File: config.mk
export PLATFORM = sky130hd
export DESIGN_NAME = circular_queue_fifo
export DESIGN_NICKNAME = d
export VERILOG_FILES = /design/src/design/cqf_pkg.sv /design/src/design/cqf_front.sv /design/src/design/cqf_cmd_queue.sv /design/src/design/cqf_back.sv /design/src/design/circular_queue_fifo.sv
export SDC_FILE = /design/constraint.sdc
export NUM_CORES = 1
export LEC_CHECK = 0
export BUFFER_PORTS_ARGS = -buffer_cell sky130_fd_sc_hd__buf_4
export CAP_MARGIN = 10
export CORE_UTILIZATION = 55
export CTS_BUF_LIST = sky130_fd_sc_hd__clkbuf_16
export CTS_CLUSTER_SIZE = 24
export DETAILED_ROUTE_END_ITERATION = 10
export GPL_TIMING_DRIVEN = 0
export MAX_ROUTING_LAYER = met4
export PLACE_DENSITY = 0.8
export SYNTH_ARGS = -nofsm -noshare
export SYNTH_HDL_FRONTEND = slang
export SYNTH_SLANG_ARGS = --single-unit
export TNS_END_PERCENT = 50
File: constraint.sdc
create_clock -name clk_i -period 4.56 [get_ports clk_i]
set_input_delay 0.684 -clock clk_i [delete_from_list [all_inputs] [get_ports clk_i]]
set_output_delay 0.684 -clock clk_i [all_outputs]
set_load 0.05 [all_outputs]
File: src/design/cqf_pkg.sv
// Shared types and constants of the circular queue FIFO.
package cqf_pkg;

  localparam int unsigned DEPTH_DEF = 8;
  localparam int unsigned KIND_W    = 2;
  localparam int unsigned DATA_W    = 32;
  localparam int unsigned STATUS_W  = 2;
  localparam int unsigned SLOT_W    = 3;

  typedef enum logic [KIND_W-1:0] {
    KIND_INSERT  = 2'd0,
    KIND_DELETE  = 2'd1,
    KIND_DISPLAY = 2'd2
  } kind_e;

  typedef enum logic [STATUS_W-1:0] {
    STATUS_OK        = 2'd0,
    STATUS_OVERFLOW  = 2'd1,
    STATUS_UNDERFLOW = 2'd2,
    STATUS_EMPTY     = 2'd3
  } status_e;

  typedef enum logic {
    BK_IDLE    = 1'b0,
    BK_DISPLAY = 1'b1
  } bk_state_e;

  typedef struct packed {
    kind_e                    kind;
    logic signed [DATA_W-1:0] data;
  } cmd_t;

  // command queue head as seen by the back end
  typedef struct packed {
    logic valid;
    cmd_t cmd;
  } q2b_t;

endpackage

File: src/design/cqf_front.sv
// Front end: input handshake, kind decode, drop of unused kind codes.
module cqf_front (
  input  logic                                in_valid_i,
  input  logic [cqf_pkg::KIND_W-1:0]          in_kind_i,
  input  logic signed [cqf_pkg::DATA_W-1:0]   in_data_in_i,
  output logic                                in_stall_o,
  input  logic                                q_full_i,
  output logic                                push_o,
  output cqf_pkg::cmd_t                       cmd_o
);

  logic legal;

  assign legal = (in_kind_i == cqf_pkg::KIND_INSERT)  ||
                 (in_kind_i == cqf_pkg::KIND_DELETE)  ||
                 (in_kind_i == cqf_pkg::KIND_DISPLAY);

  assign in_stall_o = q_full_i;
  // unused kind code is accepted and dropped here
  assign push_o     = in_valid_i && !q_full_i && legal;

  always_comb begin
    cmd_o.kind = cqf_pkg::kind_e'(in_kind_i);
    cmd_o.data = in_data_in_i;
  end

endmodule

File: src/design/cqf_cmd_queue.sv
// Two-entry command queue between front and back end.
module cqf_cmd_queue (
  input  logic          clk_i,
  input  logic          rst_ni,
  input  logic          push_i,
  input  cqf_pkg::cmd_t cmd_i,
  input  logic          pop_i,
  output logic          full_o,
  output cqf_pkg::q2b_t q2b_o
);

  logic [1:0]    cnt_q, cnt_d;
  logic          wr_q, wr_d;
  logic          rd_q, rd_d;
  cqf_pkg::cmd_t ent_q [2];

  assign full_o       = (cnt_q == 2'd2);
  assign q2b_o.valid  = (cnt_q != 2'd0);
  assign q2b_o.cmd    = ent_q[rd_q];

  always_comb begin
    wr_d  = push_i ? ~wr_q : wr_q;
    rd_d  = pop_i  ? ~rd_q : rd_q;
    cnt_d = cnt_q + {1'b0, push_i} - {1'b0, pop_i};
  end

  always_ff @(posedge clk_i or negedge rst_ni) begin
    if (!rst_ni) begin
      cnt_q <= 2'd0;
      wr_q  <= 1'b0;
      rd_q  <= 1'b0;
    end else begin
      cnt_q <= cnt_d;
      wr_q  <= wr_d;
      rd_q  <= rd_d;
    end
  end

  always_ff @(posedge clk_i) begin
    if (push_i) begin
      ent_q[wr_q] <= cmd_i;
    end
  end

endmodule

File: src/design/cqf_back.sv
// Back end: slot array, head/tail/occupancy, display walk, output register.
module cqf_back #(
  parameter int unsigned DEPTH = cqf_pkg::DEPTH_DEF
) (
  input  logic                                clk_i,
  input  logic                                rst_ni,
  input  cqf_pkg::q2b_t                       q2b_i,
  output logic                                pop_o,
  output logic                                out_valid_o,
  input  logic                                out_stall_i,
  output logic [cqf_pkg::STATUS_W-1:0]        out_status_o,
  output logic signed [cqf_pkg::DATA_W-1:0]   out_data_out_o,
  output logic [cqf_pkg::SLOT_W-1:0]          out_slot_o,
  output logic [cqf_pkg::SLOT_W-1:0]          out_front_pos_o,
  output logic [cqf_pkg::SLOT_W-1:0]          out_rear_pos_o,
  output logic                                out_last_o
);

  localparam int unsigned IDX_W = $clog2(DEPTH);
  localparam int unsigned CNT_W = $clog2(DEPTH + 1);
  localparam int unsigned SW    = cqf_pkg::SLOT_W;
  localparam int unsigned DW    = cqf_pkg::DATA_W;
  localparam logic [IDX_W-1:0] LAST_IDX = IDX_W'(DEPTH - 1);
  localparam logic [IDX_W-1:0] ONE_IDX  = IDX_W'(1);
  localparam logic [CNT_W-1:0] FULL_CNT = CNT_W'(DEPTH);
  localparam logic [CNT_W-1:0] ONE_CNT  = CNT_W'(1);

  function automatic logic [IDX_W-1:0] next_idx(input logic [IDX_W-1:0] s);
    return (s == LAST_IDX) ? '0 : s + ONE_IDX;
  endfunction

  cqf_pkg::bk_state_e state_q, state_d;
  logic [IDX_W-1:0]   head_q, head_d, tail_q, tail_d, walk_q, walk_d;
  logic [CNT_W-1:0]   occ_q, occ_d, rem_q, rem_d;

  logic signed [DW-1:0] slots_q [DEPTH];
  logic                 wr_en;
  logic [IDX_W-1:0]     wr_addr, rd_addr;
  logic signed [DW-1:0] rd_data;

  logic                 ovalid_q, ovalid_d;
  cqf_pkg::status_e     status_q, status_d;
  logic signed [DW-1:0] data_q, data_d;
  logic [SW-1:0]        slot_q, slot_d, fpos_q, fpos_d, rpos_q, rpos_d;
  logic                 last_q, last_d;

  logic can_emit;
  logic pop;

  assign can_emit = !ovalid_q || !out_stall_i;
  assign pop      = (state_q == cqf_pkg::BK_IDLE) && q2b_i.valid && can_emit;
  assign pop_o    = pop;

  assign rd_addr = (state_q == cqf_pkg::BK_DISPLAY) ? walk_q : head_q;
  assign rd_data = slots_q[rd_addr];

  // next state
  always_comb begin
    state_d = state_q;
    unique case (state_q)
      cqf_pkg::BK_IDLE: begin
        if (pop && q2b_i.cmd.kind == cqf_pkg::KIND_DISPLAY && occ_q > ONE_CNT) begin
          state_d = cqf_pkg::BK_DISPLAY;
        end
      end
      cqf_pkg::BK_DISPLAY: begin
        if (can_emit && rem_q == ONE_CNT) begin
          state_d = cqf_pkg::BK_IDLE;
        end
      end
      default: state_d = cqf_pkg::BK_IDLE;
    endcase
  end

  // datapath and results
  always_comb begin
    head_d   = head_q;
    tail_d   = tail_q;
    walk_d   = walk_q;
    occ_d    = occ_q;
    rem_d    = rem_q;
    wr_en    = 1'b0;
    wr_addr  = tail_q;
    ovalid_d = ovalid_q && out_stall_i;
    status_d = status_q;
    data_d   = data_q;
    slot_d   = slot_q;
    fpos_d   = fpos_q;
    rpos_d   = rpos_q;
    last_d   = last_q;

    if (pop) begin
      ovalid_d = 1'b1;
      status_d = cqf_pkg::STATUS_OK;
      data_d   = '0;
      slot_d   = '0;
      fpos_d   = SW'(head_q);
      rpos_d   = SW'(tail_q);
      last_d   = 1'b1;
      unique case (q2b_i.cmd.kind)
        cqf_pkg::KIND_INSERT: begin
          if (occ_q == FULL_CNT) begin
            status_d = cqf_pkg::STATUS_OVERFLOW;
          end else begin
            if (occ_q == '0) begin
              head_d = '0;
              tail_d = '0;
            end else begin
              tail_d = next_idx(tail_q);
            end
            occ_d   = occ_q + ONE_CNT;
            wr_en   = 1'b1;
            wr_addr = tail_d;
            data_d  = q2b_i.cmd.data;
            slot_d  = SW'(tail_d);
            fpos_d  = SW'(head_d);
            rpos_d  = SW'(tail_d);
          end
        end
        cqf_pkg::KIND_DELETE: begin
          if (occ_q == '0) begin
            status_d = cqf_pkg::STATUS_UNDERFLOW;
          end else begin
            occ_d = occ_q - ONE_CNT;
            if (occ_q == ONE_CNT) begin
              head_d = '0;
              tail_d = '0;
            end else begin
              head_d = next_idx(head_q);
            end
            data_d = rd_data;
            slot_d = SW'(head_q);
            fpos_d = SW'(head_d);
            rpos_d = SW'(tail_d);
          end
        end
        cqf_pkg::KIND_DISPLAY: begin
          if (occ_q == '0) begin
            status_d = cqf_pkg::STATUS_EMPTY;
          end else begin
            data_d = rd_data;
            slot_d = SW'(head_q);
            last_d = (occ_q == ONE_CNT);
            walk_d = next_idx(head_q);
            rem_d  = occ_q - ONE_CNT;
          end
        end
        default: ovalid_d = ovalid_q && out_stall_i;
      endcase
    end else if (state_q == cqf_pkg::BK_DISPLAY && can_emit) begin
      ovalid_d = 1'b1;
      status_d = cqf_pkg::STATUS_OK;
      data_d   = rd_data;
      slot_d   = SW'(walk_q);
      fpos_d   = SW'(head_q);
      rpos_d   = SW'(tail_q);
      last_d   = (rem_q == ONE_CNT);
      walk_d   = next_idx(walk_q);
      rem_d    = rem_q - ONE_CNT;
    end
  end

  always_ff @(posedge clk_i or negedge rst_ni) begin
    if (!rst_ni) begin
      state_q  <= cqf_pkg::BK_IDLE;
      head_q   <= '0;
      tail_q   <= '0;
      walk_q   <= '0;
      occ_q    <= '0;
      rem_q    <= '0;
      ovalid_q <= 1'b0;
    end else begin
      state_q  <= state_d;
      head_q   <= head_d;
      tail_q   <= tail_d;
      walk_q   <= walk_d;
      occ_q    <= occ_d;
      rem_q    <= rem_d;
      ovalid_q <= ovalid_d;
    end
  end

  always_ff @(posedge clk_i) begin
    status_q <= status_d;
    data_q   <= data_d;
    slot_q   <= slot_d;
    fpos_q   <= fpos_d;
    rpos_q   <= rpos_d;
    last_q   <= last_d;
  end

  always_ff @(posedge clk_i) begin
    if (wr_en) begin
      slots_q[wr_addr] <= q2b_i.cmd.data;
    end
  end

  assign out_valid_o     = ovalid_q;
  assign out_status_o    = status_q;
  assign out_data_out_o  = data_q;
  assign out_slot_o      = slot_q;
  assign out_front_pos_o = fpos_q;
  assign out_rear_pos_o  = rpos_q;
  assign out_last_o      = last_q;

endmodule

File: src/design/circular_queue_fifo.sv
// Top level of the circular queue FIFO: front end, command queue, back end.
//
// Fixed-depth circular FIFO of signed 32-bit words driven by insert, delete
// and display items on a valid/stall input channel; results leave on a
// valid/stall output channel through a result register. Insert and delete
// sustain one item per cycle while the output does not stall: the item is
// registered in the two-entry command queue, then the back end executes it
// and registers the result. A display of a non-empty queue holds the back
// end while it reads out every stored word, one read of the slot array per
// cycle unless the output stalls; the command queue absorbs up to two items
// meanwhile and then stalls the input. An output stall holds the back end
// but not the front end until the queue fills. Kind code 3 is accepted and
// dropped without a result. The slot array has no reset; only occupied
// slots are ever read. DEPTH ranges from 2 to 8, as slot numbers are
// reported in 3 bits.
module circular_queue_fifo #(
  parameter int unsigned DEPTH = cqf_pkg::DEPTH_DEF
) (
  input  logic                                clk_i,
  input  logic                                rst_ni,
  // input channel
  input  logic                                in_valid_i,
  output logic                                in_stall_o,
  input  logic [cqf_pkg::KIND_W-1:0]          in_kind_i,
  input  logic signed [cqf_pkg::DATA_W-1:0]   in_data_in_i,
  // result channel
  output logic                                out_valid_o,
  input  logic                                out_stall_i,
  output logic [cqf_pkg::STATUS_W-1:0]        out_status_o,
  output logic signed [cqf_pkg::DATA_W-1:0]   out_data_out_o,
  output logic [cqf_pkg::SLOT_W-1:0]          out_slot_o,
  output logic [cqf_pkg::SLOT_W-1:0]          out_front_pos_o,
  output logic [cqf_pkg::SLOT_W-1:0]          out_rear_pos_o,
  output logic                                out_last_o
);

  logic          q_full;
  logic          push;
  logic          pop;
  cqf_pkg::cmd_t cmd;
  cqf_pkg::q2b_t q2b;

  // decode and accept
  cqf_front u_front (
    .in_valid_i   (in_valid_i),
    .in_kind_i    (in_kind_i),
    .in_data_in_i (in_data_in_i),
    .in_stall_o   (in_stall_o),
    .q_full_i     (q_full),
    .push_o       (push),
    .cmd_o        (cmd)
  );

  // decouples the input side from display walks and output stalls
  cqf_cmd_queue u_cmd_queue (
    .clk_i  (clk_i),
    .rst_ni (rst_ni),
    .push_i (push),
    .cmd_i  (cmd),
    .pop_i  (pop),
    .full_o (q_full),
    .q2b_o  (q2b)
  );

  // storage, pointers and result register
  cqf_back #(
    .DEPTH (DEPTH)
  ) u_back (
    .clk_i           (clk_i),
    .rst_ni          (rst_ni),
    .q2b_i           (q2b),
    .pop_o           (pop),
    .out_valid_o     (out_valid_o),
    .out_stall_i     (out_stall_i),
    .out_status_o    (out_status_o),
    .out_data_out_o  (out_data_out_o),
    .out_slot_o      (out_slot_o),
    .out_front_pos_o (out_front_pos_o),
    .out_rear_pos_o  (out_rear_pos_o),
    .out_last_o      (out_last_o)
  );

  // back end never takes a command the queue does not hold
  a_pop_needs_cmd: assert property (@(posedge clk_i) disable iff (!rst_ni)
    pop |-> q2b.valid)
    else $error("command popped from empty queue");

  // error and empty results carry no word and end their item
  a_err_result: assert property (@(posedge clk_i) disable iff (!rst_ni)
    (out_valid_o && out_status_o != cqf_pkg::STATUS_OK) |->
      (out_last_o && out_slot_o == '0 && out_data_out_o == '0))
    else $error("error result with payload or without last");

  // an empty queue always has both positions at slot 0
  a_empty_pos: assert property (@(posedge clk_i) disable iff (!rst_ni)
    (out_valid_o && (out_status_o == cqf_pkg::STATUS_UNDERFLOW ||
                     out_status_o == cqf_pkg::STATUS_EMPTY)) |->
      (out_front_pos_o == '0 && out_rear_pos_o == '0))
    else $error("empty queue with nonzero front or rear");

  // a full queue keeps stalling the input until the back end pops a command
  a_stall_full: assert property (@(posedge clk_i) disable iff (!rst_ni)
    (in_stall_o && !pop) |=> in_stall_o)
    else $error("queue space appeared without a pop");

endmodule

# == Word-level counts from Yosys, hierarchy flattened ==
# Memory sizes are Yosys's and may differ from the RTL's.
# Index checks and enable logic that the tools add are counted.
# word_totals
inputBits,38
word_cells,132
register_bits,67
memories,2
mem_bits_rw,324
# memory_table
name,depth,word_bits,read_ports,rd_ports_with_merged_regs,wr,line,source
u_back.slots_q,8,32,1,0,1,cqf_back.sv:36,logic signed [DW-1:0] slots_q [DEPTH];
u_cmd_queue.ent_q,2,34,1,0,1,cqf_cmd_queue.sv:15,cqf_pkg::cmd_t ent_q [2];
# classes
add_sub_neg,8
eq_ne,15
muxes,62
n_reduce_logical,25
n_lt_le_gt_ge,1
n_bitwise,3
# ops
operator,count
32-bit two-way mux,4
3-bit two-way mux,25
32-bit case mux with 2 select lines,1
4-bit two-way mux,5
3-bit case mux with 2 select lines,3
1-bit two-way mux,17
3-bit by 1-bit adder with 3-bit output (second input constant),3
3-bit equality test (second input constant),3
1-bit logical AND,9
4-bit by 1-bit equality test with 1-bit output (second input constant),2
2-bit two-way mux,4
2-bit inequality test (second input constant),4
4-bit case mux with 2 select lines,1
4-bit by 1-bit subtractor with 4-bit output (second input constant),2
2-bit equality test (second input constant),3
2-bit case mux with 3 select lines,1
2-bit nonzero test,3
4-bit by 1-bit adder with 4-bit output (second input constant),1
2-bit by 1-bit equality test with 1-bit output (second input constant),2
4-bit equality test (second input constant),1
4-bit by 1-bit greater-than comparator with 1-bit output (second input constant),1
2-bit zero test,2
4-bit zero test,1
4-bit AND reduction,1
9 further kinds,15

# == Longest topological paths before layout ==
# Gate-level depths: netlist of run 1.
# depth
depth_word,7
ltp_mapped,11
mapped_depth_nobuf,8

# == Modules after synthesis ==
# A second synthesis of run 1 with hierarchy kept.
# hier_totals
hier_cells,984
area_unflattened_um2,16075.4
# modules_own_cells
module,area_per_inst_um2,seq_area_each_um2,cells_each,n_inst
cqf_back,12992.5,9484.1,826,1
cqf_cmd_queue,2803.9,2142.1,121,1
cqf_front,279.0,0.0,37,1

# == Worst setup path after synthesis of run 1 ==
# No wires, ideal clock.
# synth_path
path_type,flip-flop to flip-flop
from,register u_cmd_queue.rd_q
to,memory u_back.slots_q[1][0] (netlist bit) (enable)
setup_ns,0.461
period_less_slack_ns,4.980
required_time_ns,4.099
n_path_buf,3
slack_ns,-0.420
arrival_ns,4.519
stages_incl_launch_ff,9
path_cell_list,dfrtp_1 -> clkbuf_1 -> buf_1 -> mux2i_1 -> ha_1 -> clkbuf_1 -> nand4_1 -> nand3b_1 -> nor3_1
# synth_via
elab_chain_len,6
word_cells_on_any_way,8
# synth_rtl
item,line,source
start: declaration,cqf_cmd_queue.sv:14,"logic rd_q, rd_d;"
start signal: assignment,cqf_cmd_queue.sv:35,rd_q <= rd_d;
memory 2 x 34 bit (*),--,
2-bit zero test (*),cqf_back.sv:100,unique case (q2b_i.cmd.kind)
1-bit two-way mux,cqf_back.sv:100,
1-bit two-way mux,cqf_back.sv:92,if (pop) begin
1-bit two-way mux,cqf_back.sv:193,if (wr_en) begin
1-bit two-way mux (not written as such),cqf_back.sv:194,slots_q[wr_addr] <= q2b_i.cmd.data;
end: declaration,cqf_back.sv:36,
# Mark *: on every way between the ends. The rest lies on a longest branch, timed or not.

# == Worst setup path in the final report of run 1 ==
# layout_path
from,register u_cmd_queue.rd_q
to,memory u_back.slots_q[3][16] (netlist bit) (enable)
# The elaborated chain is that of the path after synthesis.

==> impl_metrics.csv, run 1 <==
group,metric,value,unit
outcome,status,"finished clean",
cells_and_area,mostFrequentLayoutCell,"edfxtp_1",
power,ir_worst_vdd,0.419,mV
timing,worst_pin_slew,1.04,ns
timing,final_hold_viol_count,0,
die,die_w,171,um
drt,post-route-drc-count,0,
drt,avgRoutedWirePerCell,23.8,um
logic_synthesis,synth-seq-cells,391,
logic_synthesis,synth_ff_type,"edfxtp_1",
drt,drtIter0Drc,797,
cells_and_area,final_nets,988,
global_routing,gr-total-overflow,0,
setup_path,crit_start,"u_cmd_queue.rd_q",
cts,path_clk_slew,0.06,ns
power,p_leak,6.70,nW
timing,rsz0062_at_grt,"no",
cells_and_area,finalInstanceArea,0.0184,mm^2
logic_synthesis,synth_top_area_share,0.706,
logic_synthesis,syn_inst,792,
cts,htreeDepth,2,
logic_synthesis,syn-num-nets,848,
timing,final.period_utilization,0.931,
die,num_rows,61,
logic_synthesis,yosysSeqAreaShare,0.742,
cts,numCtsBuffers,39,
cts,root_buffer,"clkbuf_16",
setup_path,reg2reg_to,"u_back.slots_q[3][16]",
placed_design,dp.final_hpwl,19.2,mm
logic_synthesis,synth-edff-count,368,
drt,dr.pass1.iters,5,
power,power,0.0136,W
timing,setup_viol,0,
drt,route.vias.total,8132,
die,initial_core_util,0.561,
global_routing,grt_pass1_vias,8134,
min_path,hold_path_class,"in -> async",
logic_synthesis,yosysTopAreaCell,"edfxtp_1",
setup_path,setup.worst_path.class,"reg -> reg",
cts,cts_buffer_depth,3,
placed_design,placed_area,0.0171,mm^2
job,drv_cap,0,
placed_design,gp_congestion,0.861,
timing,maxSlewViolCount,0,
drt,drt-total-wl,31.8,mm
global_routing,antenna_found_initial,0,
die,dieHeight,171,um
cells_and_area,final_cell_mix,"edfxtp_1 (368), buf_4 (84), and3_1 (67)",
cts,clock_latency,0.52,ns
global_routing,grt_max_degree,45,
setup_path,critPathRequiredTime,4.78,ns
die,coreArea,0.0279,mm^2
logic_synthesis,syn_avg_cell_area,19.8,um^2
setup_path,regToRegStartpoint,"u_cmd_queue.rd_q",
timing,worst_clock_skew,0.0149,ns
placed_design,io_buffers,83,
logic_synthesis,synth.cell_area,0.0157,mm^2
setup_path,r2r_cells,10,
timing,timing.final.ws_setup,0.316,ns
logic_synthesis,synthDistinctLibCells,49,
cts,cts_sinks,391,
die,io_pins,84,
timing,finalCriticalPeriod,4.24,ns
drt,detail-route-antenna-nets,0,
setup_path,cp.arrival,4.46,ns
setup_path,r2r_slack,0.32,ns
setup_path,path_max_fanout,10,
cts,cts_tree,"done",
cells_and_area,fill_cells,1829,
logic_synthesis,async_flop_share,0.0588,
power,power.density,739,mW/mm^2
drt,via_per_inst,6.07,
logic_synthesis,synth.area.top_cells,"edfxtp_1 (71%), mux4_1 (5.0%), mux4_2 (4.9%)",
global_routing,grt_pass1_wl,47.9,mm
timing,fmaxAchievable,236,MHz
placed_design,pre_cts_ws,-0.317,ns
global_routing,gr-usage-all-layers,0.232,
die,die_area,0.0292,mm^2
logic_synthesis,ys_warn_count,0,
setup_path,crit_path_end_kind,"register",
cells_and_area,drive_above_1_share,0.263,
timing,worst_slew_margin_rel,0.303,
cells_and_area,antenna_cells,0,
cells_and_area,syn2layout_area_growth,17.3,%
setup_path,start_kind,"register",
## sequential cells by signal (all words and copies together), names as in the netlist
name	cells
u_back.slots_q	256
u_back.out_status_o	2
u_back.state_q	1
u_back.walk_q	3
u_back.out_valid_o	1
u_cmd_queue.ent_q	68
u_back.out_last_o	1
u_back.out_slot_o	3
u_back.out_rear_pos_o	3
u_cmd_queue.cnt_q	2
u_back.occ_q	4
u_back.rem_q	4
u_back.head_q	3
u_cmd_queue.wr_q	1
u_back.out_front_pos_o	3
u_cmd_queue.rd_q	1
u_back.tail_q	3
u_back.out_data_out_o	32
## critical path, cell delays in order, from the launching register on
cell and delay (ns):
dfrtp_1 0.32, clkbuf_1 0.44, buf_2 0.42, mux2i_1 0.35
ha_1 0.22, clkbuf_1 0.37, nand4_1 0.43, nand3b_1 0.42
nor3_4 0.54, buf_6 0.23, buf_6 0.18
## worst max-delay path by stage
stage,to
floorplan,u_back.slots_q[1][0]
global placement,u_back.slots_q[1][13]
detailed placement,u_back.slots_q[1][11]
CTS,u_back.slots_q[3][16]
global route,u_back.slots_q[3][16]
finish,u_back.slots_q[3][16]
## cell type report
type | instances | area, um^2 | area share
Sequential cell | 391 | 11600 | 0.633
Multi-Input combinational cell | 345 | 3780 | 0.206
Clock buffer | 41 | 1030 | 0.0558
Timing Repair Buffer | 99 | 916 | 0.0499
Tap cell | 378 | 473 | 0.0257
Buffer | 44 | 292 | 0.0159
Clock inverter | 30 | 219 | 0.0119
Inverter | 12 | 45.0 | 0.00245
## synthesized netlist by cell type, types with 2 or more instances
cell type	count
or3_1	3
buf_12	7
o21ai_0	11
inv_1	12
mux4_1	30
nand3_1	3
mux2_2	37
nor2_1	16
nand3b_1	4
or2_2	2
a21oi_1	5
a32oi_1	2
xor2_1	2
nor3b_1	3
mux4_2	34
clkbuf_1	24
a31oi_1	6
dfrtp_1	23
nand2b_1	4
mux2i_1	6
ha_1	18
o2bb2ai_1	2
a22o_1	5
buf_1	9
a21o_1	2
buf_2	3
nor4_1	2
nor2b_1	2
a211o_1	32
nand2_1	16
nor3_1	5
a22oi_1	3
and3_1	69
edfxtp_1	368
xnor2_1	7
o31ai_1	2
## logic make-up after synthesis
logic type | share of synthesized area
adder cells (fa/ha/maj) | 0.0144
buffers and inverters | 0.0214
flip-flops | 0.742
multiplexers | 0.131
AND/OR/NAND/NOR | 0.0489
XOR/XNOR | 0.00503
AO/OA/AOI/OAI | 0.0372
## routing by layer
metal / share of wire / routed length [um] / global-route usage
met3: 0.062 / 1970 / 0.0331
met5: 0 / 0 / -
met2: 0.51 / 16200 / 0.380
met4: 0.023 / 740 / 0.0709
met1: 0.41 / 12900 / 0.304
## repair_timing
action                                  4_1_cts  5_1_grt
hold buffers                                  0        0
endpoints found under the setup margin       31       17
gates resized for setup                       2        1
pin swaps                                     0        1
buffers inserted                              0        1
## report_power, final
group	leakage, nW	switching [W]	internal (W)	total (W)
registers	3.64	0.000208	0.00491	0.00511
logic	2.43	0.00320	0.00218	0.00538
clock network	0.626	0.00128	0.00180	0.00308
total	6.70	0.00469	0.00889	0.0136
## per-stage QoR
stage / util / cells / TNS (ns) / hold slack, ns
6_report: 0.658 / 1340 / 0 / 0.0566
5_1_grt: 0.658 / 1340 / 0 / 0.0677
4_1_cts: 0.656 / 1338 / 0 / 0.0544
3_5_place_dp: 0.612 / 1267 / -4.31 / 0.481
3_3_place_gp: 0.600 / 1253 / -454.80 / 0.470
2_1_floorplan: - / 792 / -26.89 / 0.388
No activity file was read; power rests on OpenSTA's default activity.
==> run 2, diff against run 1 <==
--- a/config.mk
+++ b/config.mk
@@ -13,7 +13,7 @@
 export DETAILED_ROUTE_END_ITERATION = 10
 export GPL_TIMING_DRIVEN = 0
 export MAX_ROUTING_LAYER = met4
-export PLACE_DENSITY = 0.8
+export PLACE_DENSITY = 0.76
 export SYNTH_ARGS = -nofsm -noshare
 export SYNTH_HDL_FRONTEND = slang
 export SYNTH_SLANG_ARGS = --single-unit
==> constraint.sdc (replaced) <==
create_clock -name clk_i -period 4.56 [get_ports clk_i]
set_input_delay 0.912 -clock clk_i [delete_from_list [all_inputs] [get_ports clk_i]]
set_output_delay 0.912 -clock clk_i [all_outputs]
set_load 0.05 [all_outputs]
==> impl_metrics.csv, run 2 (synthesis results as in run 1) <==
group,metric,value,unit
cts,cts_sinks,391,
timing,final.period_utilization,0.944,
timing,setup_viol,0,
die,initial_core_util,0.561,
cells_and_area,largest_reg_flops,256,
drt,avgRoutedWirePerCell,23.6,um
cts,cts_setup_buffers,0,
timing,timing.setup.tns,0,ns
cells_and_area,final_cell_mix,"edfxtp_1 (368), buf_4 (83), and3_1 (67)",
setup_path,critPathRequiredTime,4.78,ns
cells_and_area,multi_input_area,0.00377,mm^2
timing,fmaxAchievable,232,MHz
cells_and_area,finalInstanceArea,0.0183,mm^2
cts,clock_latency,0.53,ns
setup_path,slowest_stage,"nor3_4",
cells_and_area,fill_cells,1878,
placed_design,dp.final_hpwl,19.4,mm
timing,worst_slew_margin_rel,0.286,
power,ir_worst_vdd,0.416,mV
setup_path,crit_path_end_kind,"register",
global_routing,grt_pass1_vias,8313,
global_routing,gr-usage-all-layers,0.231,
die,coreArea,0.0279,mm^2
cells_and_area,register_area,0.0116,mm^2
cells_and_area,mostFrequentLayoutCell,"edfxtp_1",
drt,via_per_inst,6.03,
die,die_area,0.0292,mm^2
setup_path,cp_top_family,"buffers and inverters",
power,p_leak,6.66,nW
setup_path,start_kind,"register",
drt,wl_met2,15.7,mm
setup_path,setup.worst_path.class,"reg -> reg",
drt,dr.pass1.iters,5,
drt,drtIter0Drc,670,
placed_design,gp_congestion,0.846,
placed_design,io_buffers,83,
cts,postCtsHoldBufs,0,
drt,detail-route-antenna-nets,0,
cts,cts_buffer_depth,3,
cts,root_buffer,"clkbuf_16",
drt,top_layer_used,"met4",
die,dieHeight,171,um
drt,met1_length,13.2,mm
cells_and_area,drive_above_1_share,0.259,
timing,final_hold_viol_count,0,
global_routing,antenna_found_initial,0,
timing,worst_clock_skew,0.0239,ns
cts,htreeDepth,2,
timing,rsz0062_at_grt,"no",
cells_and_area,syn2layout_area_growth,16.7,%
timing,finalCriticalPeriod,4.31,ns
cells_and_area,final_nets,988,
cells_and_area,antenna_cells,0,
die,die_w,171,um
cts,cts_tree,"done",
drt,dr_wl_met3,1.76,mm
setup_path,path_max_fanout,10,
global_routing,grt_max_degree,45,
min_path,hold_path_class,"in -> async",
setup_path,critPathBufInv,6,
global_routing,grt_pass1_wl,47.9,mm
cells_and_area,regMostFlops,"u_back.slots_q",
die,io_pins,84,
timing,maxSlewViolCount,0,
setup_path,path_cells,"clkbuf_1, buf_2, mux2i_1, ha_1, clkbuf_1, nand4_1, nand3b_1, nor3_4, buf_8, buf_6, buf_8",
die,num_rows,61,
outcome,status,"finished clean",
setup_path,cp.arrival,4.52,ns
power,power.density,733,mW/mm^2
drt,drt-total-wl,31.4,mm
cts,path_clk_slew,0.06,ns
global_routing,gr-total-overflow,0,
cts,numCtsBuffers,39,
drt,post-route-drc-count,0,
placed_design,placed_area,0.0171,mm^2
setup_path,slowest_delay,0.53,ns
job,drv_cap,0,
timing,worst_pin_slew,1.07,ns
drt,route.vias.total,8030,
run 2: worst paths after layout:
| path | slack [ns] | cells after the start | startpoint | to |
|---|---|---|---|---|
| max reg2reg | 0.25 | 11 | u_cmd_queue.rd_q | u_back.slots_q[1][11] |
| max | 0.25 | 11 | u_cmd_queue.rd_q | u_back.slots_q[1][11] |
| min | 0.27 | 1 | rst_ni | u_back.rem_q[3] |
| min reg2reg | 0.49 | 1 | u_cmd_queue.cnt_q[1] | u_cmd_queue.cnt_q[1] |
| min in group clk_i | 0.49 | 1 | u_cmd_queue.cnt_q[1] | u_cmd_queue.cnt_q[1] |
| max in group asynchronous | 4.03 | 1 | rst_ni | u_back.head_q[1] |
run 2: routing by layer:
metal | vias to the layer above | track usage
li1 | 3540 | -
met1 | 4143 | 0.304
met2 | 283 | 0.375
met3 | 64 | 0.0317
met4 | 0 | 0.0799
met5 | - | -
run 2: worst register-to-register path, cell delays in order, from the launching register on:
cell      delay, ns
dfrtp_1        0.32
clkbuf_1       0.43
buf_2          0.43
mux2i_1        0.36
ha_1           0.21
clkbuf_1       0.35
nand4_1        0.39
nand3b_1       0.38
nor3_4         0.53
buf_8          0.23
buf_6          0.19
buf_8          0.17
run 2: stage by stage:
step | worst slack [ns] | utilization | instances | hold slack, ns | total power [W]
final | 0.255 | 0.654 | 1332 | 0.273 | 0.0134
after global routing | 0.0234 | 0.654 | 1332 | 0.287 | 0.0140
after CTS | 0.0425 | 0.653 | 1331 | 0.267 | 0.0134
after detailed placement | -0.217 | 0.612 | 1268 | 0.485 | 0.0105
after global placement | -3.30 | 0.600 | 1253 | 0.468 | 0.0103
after floorplan | -0.420 | - | 792 | 0.452 | 0.00894
run 2: power breakdown:
part | leakage (nW) | internal (W) | switching, W
clock | 0.590 | 0.00166 | 0.00125
combinational | 2.43 | 0.00218 | 0.00318
sequential | 3.64 | 0.00491 | 0.000204
run 2: repair_timing:
action | CTS | global route
endpoints found under the hold margin | 0 | 0
resized for setup | 1 | 1
endpoints found under the setup margin | 17 | 17
pin swaps | 0 | 1
run 2: cell type report:
type                    instances  share of cell area
multi-input cells             345               0.206
repair buffers                 99              0.0503
clock buffers                  41              0.0561
clock inverters                22             0.00664
plain buffers                  44              0.0160
well taps                     378              0.0259
inverters                      12             0.00247
flip-flops and latches        391               0.636
==> run 3, diff against run 2 <==
--- a/config.mk
+++ b/config.mk
@@ -14,6 +14,7 @@
 export GPL_TIMING_DRIVEN = 0
 export MAX_ROUTING_LAYER = met4
 export PLACE_DENSITY = 0.76
+export REMOVE_ABC_BUFFERS = 1
 export SYNTH_ARGS = -nofsm -noshare
 export SYNTH_HDL_FRONTEND = slang
 export SYNTH_SLANG_ARGS = --single-unit
==> impl_metrics.csv, run 3 (synthesis results as in run 1) <==
group,metric,value,unit
cells_and_area,antenna_cells,0,
placed_design,dp_cells,1232,
cts,cts_sinks,391,
die,die_area,0.0292,mm^2
min_path,hold_path_class,"in -> async",
cells_and_area,mostFrequentLayoutCell,"edfxtp_1",
cts,htreeDepth,2,
drt,avgRoutedWirePerCell,23.7,um
cts,post_cts_resized,0,
power,power.density,737,mW/mm^2
placed_design,io_buffers,83,
placed_design,gp_congestion,0.838,
power,power,0.0135,W
setup_path,regToRegStartpoint,"u_back.state_q",
drt,drt-total-wl,30.8,mm
drt,post-route-drc-count,0,
setup_path,crit_start,"u_back.state_q",
timing,fmaxAchievable,256,MHz
cells_and_area,final_cell_mix,"edfxtp_1 (368), buf_4 (83), and3_1 (67)",
die,die_w,171,um
timing,final_hold_viol_count,0,
cts,numCtsBuffers,39,
timing,maxSlewViolCount,0,
setup_path,start_kind,"register",
cells_and_area,regMostFlops,"u_back.slots_q",
drt,drtIter0Drc,726,
cts,cts_tree,"done",
die,coreArea,0.0279,mm^2
die,num_rows,61,
timing,finalCriticalPeriod,3.90,ns
timing,rsz0062_at_grt,"no",
drt,detail-route-antenna-nets,0,
timing,timing.final.ws_setup,0.659,ns
global_routing,gr-usage-all-layers,0.227,
drt,route.vias.total,8001,
job,drv_cap,0,
outcome,status,"finished clean",
die,initial_core_util,0.561,
global_routing,grt_pass1_vias,8076,
global_routing,antenna_found_initial,0,
power,ir_worst_vdd,0.629,mV
cts,root_buffer,"clkbuf_16",
global_routing,grt_max_degree,65,
timing,final.period_utilization,0.856,
setup_path,setup.worst_path.class,"reg -> reg",
die,io_pins,84,
drt,dr.pass1.iters,7,
setup_path,critPathRequiredTime,4.79,ns
timing,worst_clock_skew,0.00949,ns
cells_and_area,final_cells,1300,
power,p_leak,6.67,nW
cts,path_clk_slew,0.07,ns
cells_and_area,syn2layout_area_growth,16.9,%
global_routing,grt_pass1_wl,47.1,mm
cts,clock_latency,0.52,ns
cts,cts_buffer_depth,3,
timing,worst_slew_margin_rel,0.290,
cells_and_area,largest_reg_flops,256,
cts,cts_setup_buffers,0,
cells_and_area,drive_above_1_share,0.269,
setup_path,path_max_fanout,23,
cts,postCtsHoldBufs,0,
cells_and_area,final_nets,952,
placed_design,dp.final_hpwl,18.0,mm
global_routing,gr-total-overflow,0,
setup_path,crit_path_end_kind,"register",
placed_design,pre_cts_ws,0.284,ns
drt,via_per_inst,6.15,
die,dieHeight,171,um
setup_path,cp.arrival,4.13,ns
timing,setup_viol,0,
timing,worst_pin_slew,1.06,ns
-- run 3: cell count changes in the layout (fill, tap and decap cells not counted), sizes merged --
cell      before  now
bufinv         1    7
clkinvlp       1    0
buf          119  107
clkinv        14   15
clkbuf        65   39
-- run 3: area by class of cell --
cell class | count | area (um^2)
Sequential cell | 391 | 11600
Fill cell | 1807 | 9620
Multi-Input combinational cell | 345 | 3800
Timing Repair Buffer | 107 | 1090
Clock buffer | 39 | 976
Tap cell | 378 | 473
Clock inverter | 28 | 300
Inverter | 12 | 45.0
-- run 3: metrics by stage --
stage	setup TNS, ns	hold WS, ns	util	instance area, um^2
CTS	0	0.289	0.655	18300
finish	0	0.291	0.656	18300
global route	0	0.298	0.656	18300
floorplan	-30.57	0.452	-	15400
global placement	-648.75	0.469	0.589	16500
detailed placement	0	0.478	0.609	17000
-- run 3: layer usage --
layer	up-vias	global-route usage	share of wire
met1	4158	0.310	0.43
met4	0	0.0588	0.024
li1	3468	-	-
met5	-	-	0
met2	323	0.360	0.49
met3	52	0.0368	0.064
-- run 3: path summary, 6_finish.rpt --
kind | to | slack, ns | cells past startpoint
setup / recovery | u_back.slots_q[3][29] | 0.66 | 8
hold / removal | u_cmd_queue.rd_q | 0.29 | 1
setup reg to reg | u_back.slots_q[3][29] | 0.66 | 8
hold reg to reg | u_cmd_queue.cnt_q[1] | 0.49 | 1
max in group asynchronous | u_cmd_queue.rd_q | 4.01 | 1
min in group clk_i | u_cmd_queue.cnt_q[1] | 0.49 | 1
-- run 3: power breakdown --
group	internal (W)	total [W]	switching, W	leakage [nW]
sequential	0.00491	0.00519	0.000289	3.64
combinational	0.00211	0.00508	0.00297	2.39
clock	0.00194	0.00322	0.00127	0.646
total	0.00896	0.0135	0.00453	6.67
-- run 3: critical path: stages (launching register included) --
cell	delay, ns
dfrtp_1	0.54
a21oi_1	0.52
nand2_1	0.44
inv_1	0.70
a22oi_1	0.26
nor3_2	0.57
buf_6	0.25
buf_6	0.17
buf_6	0.15
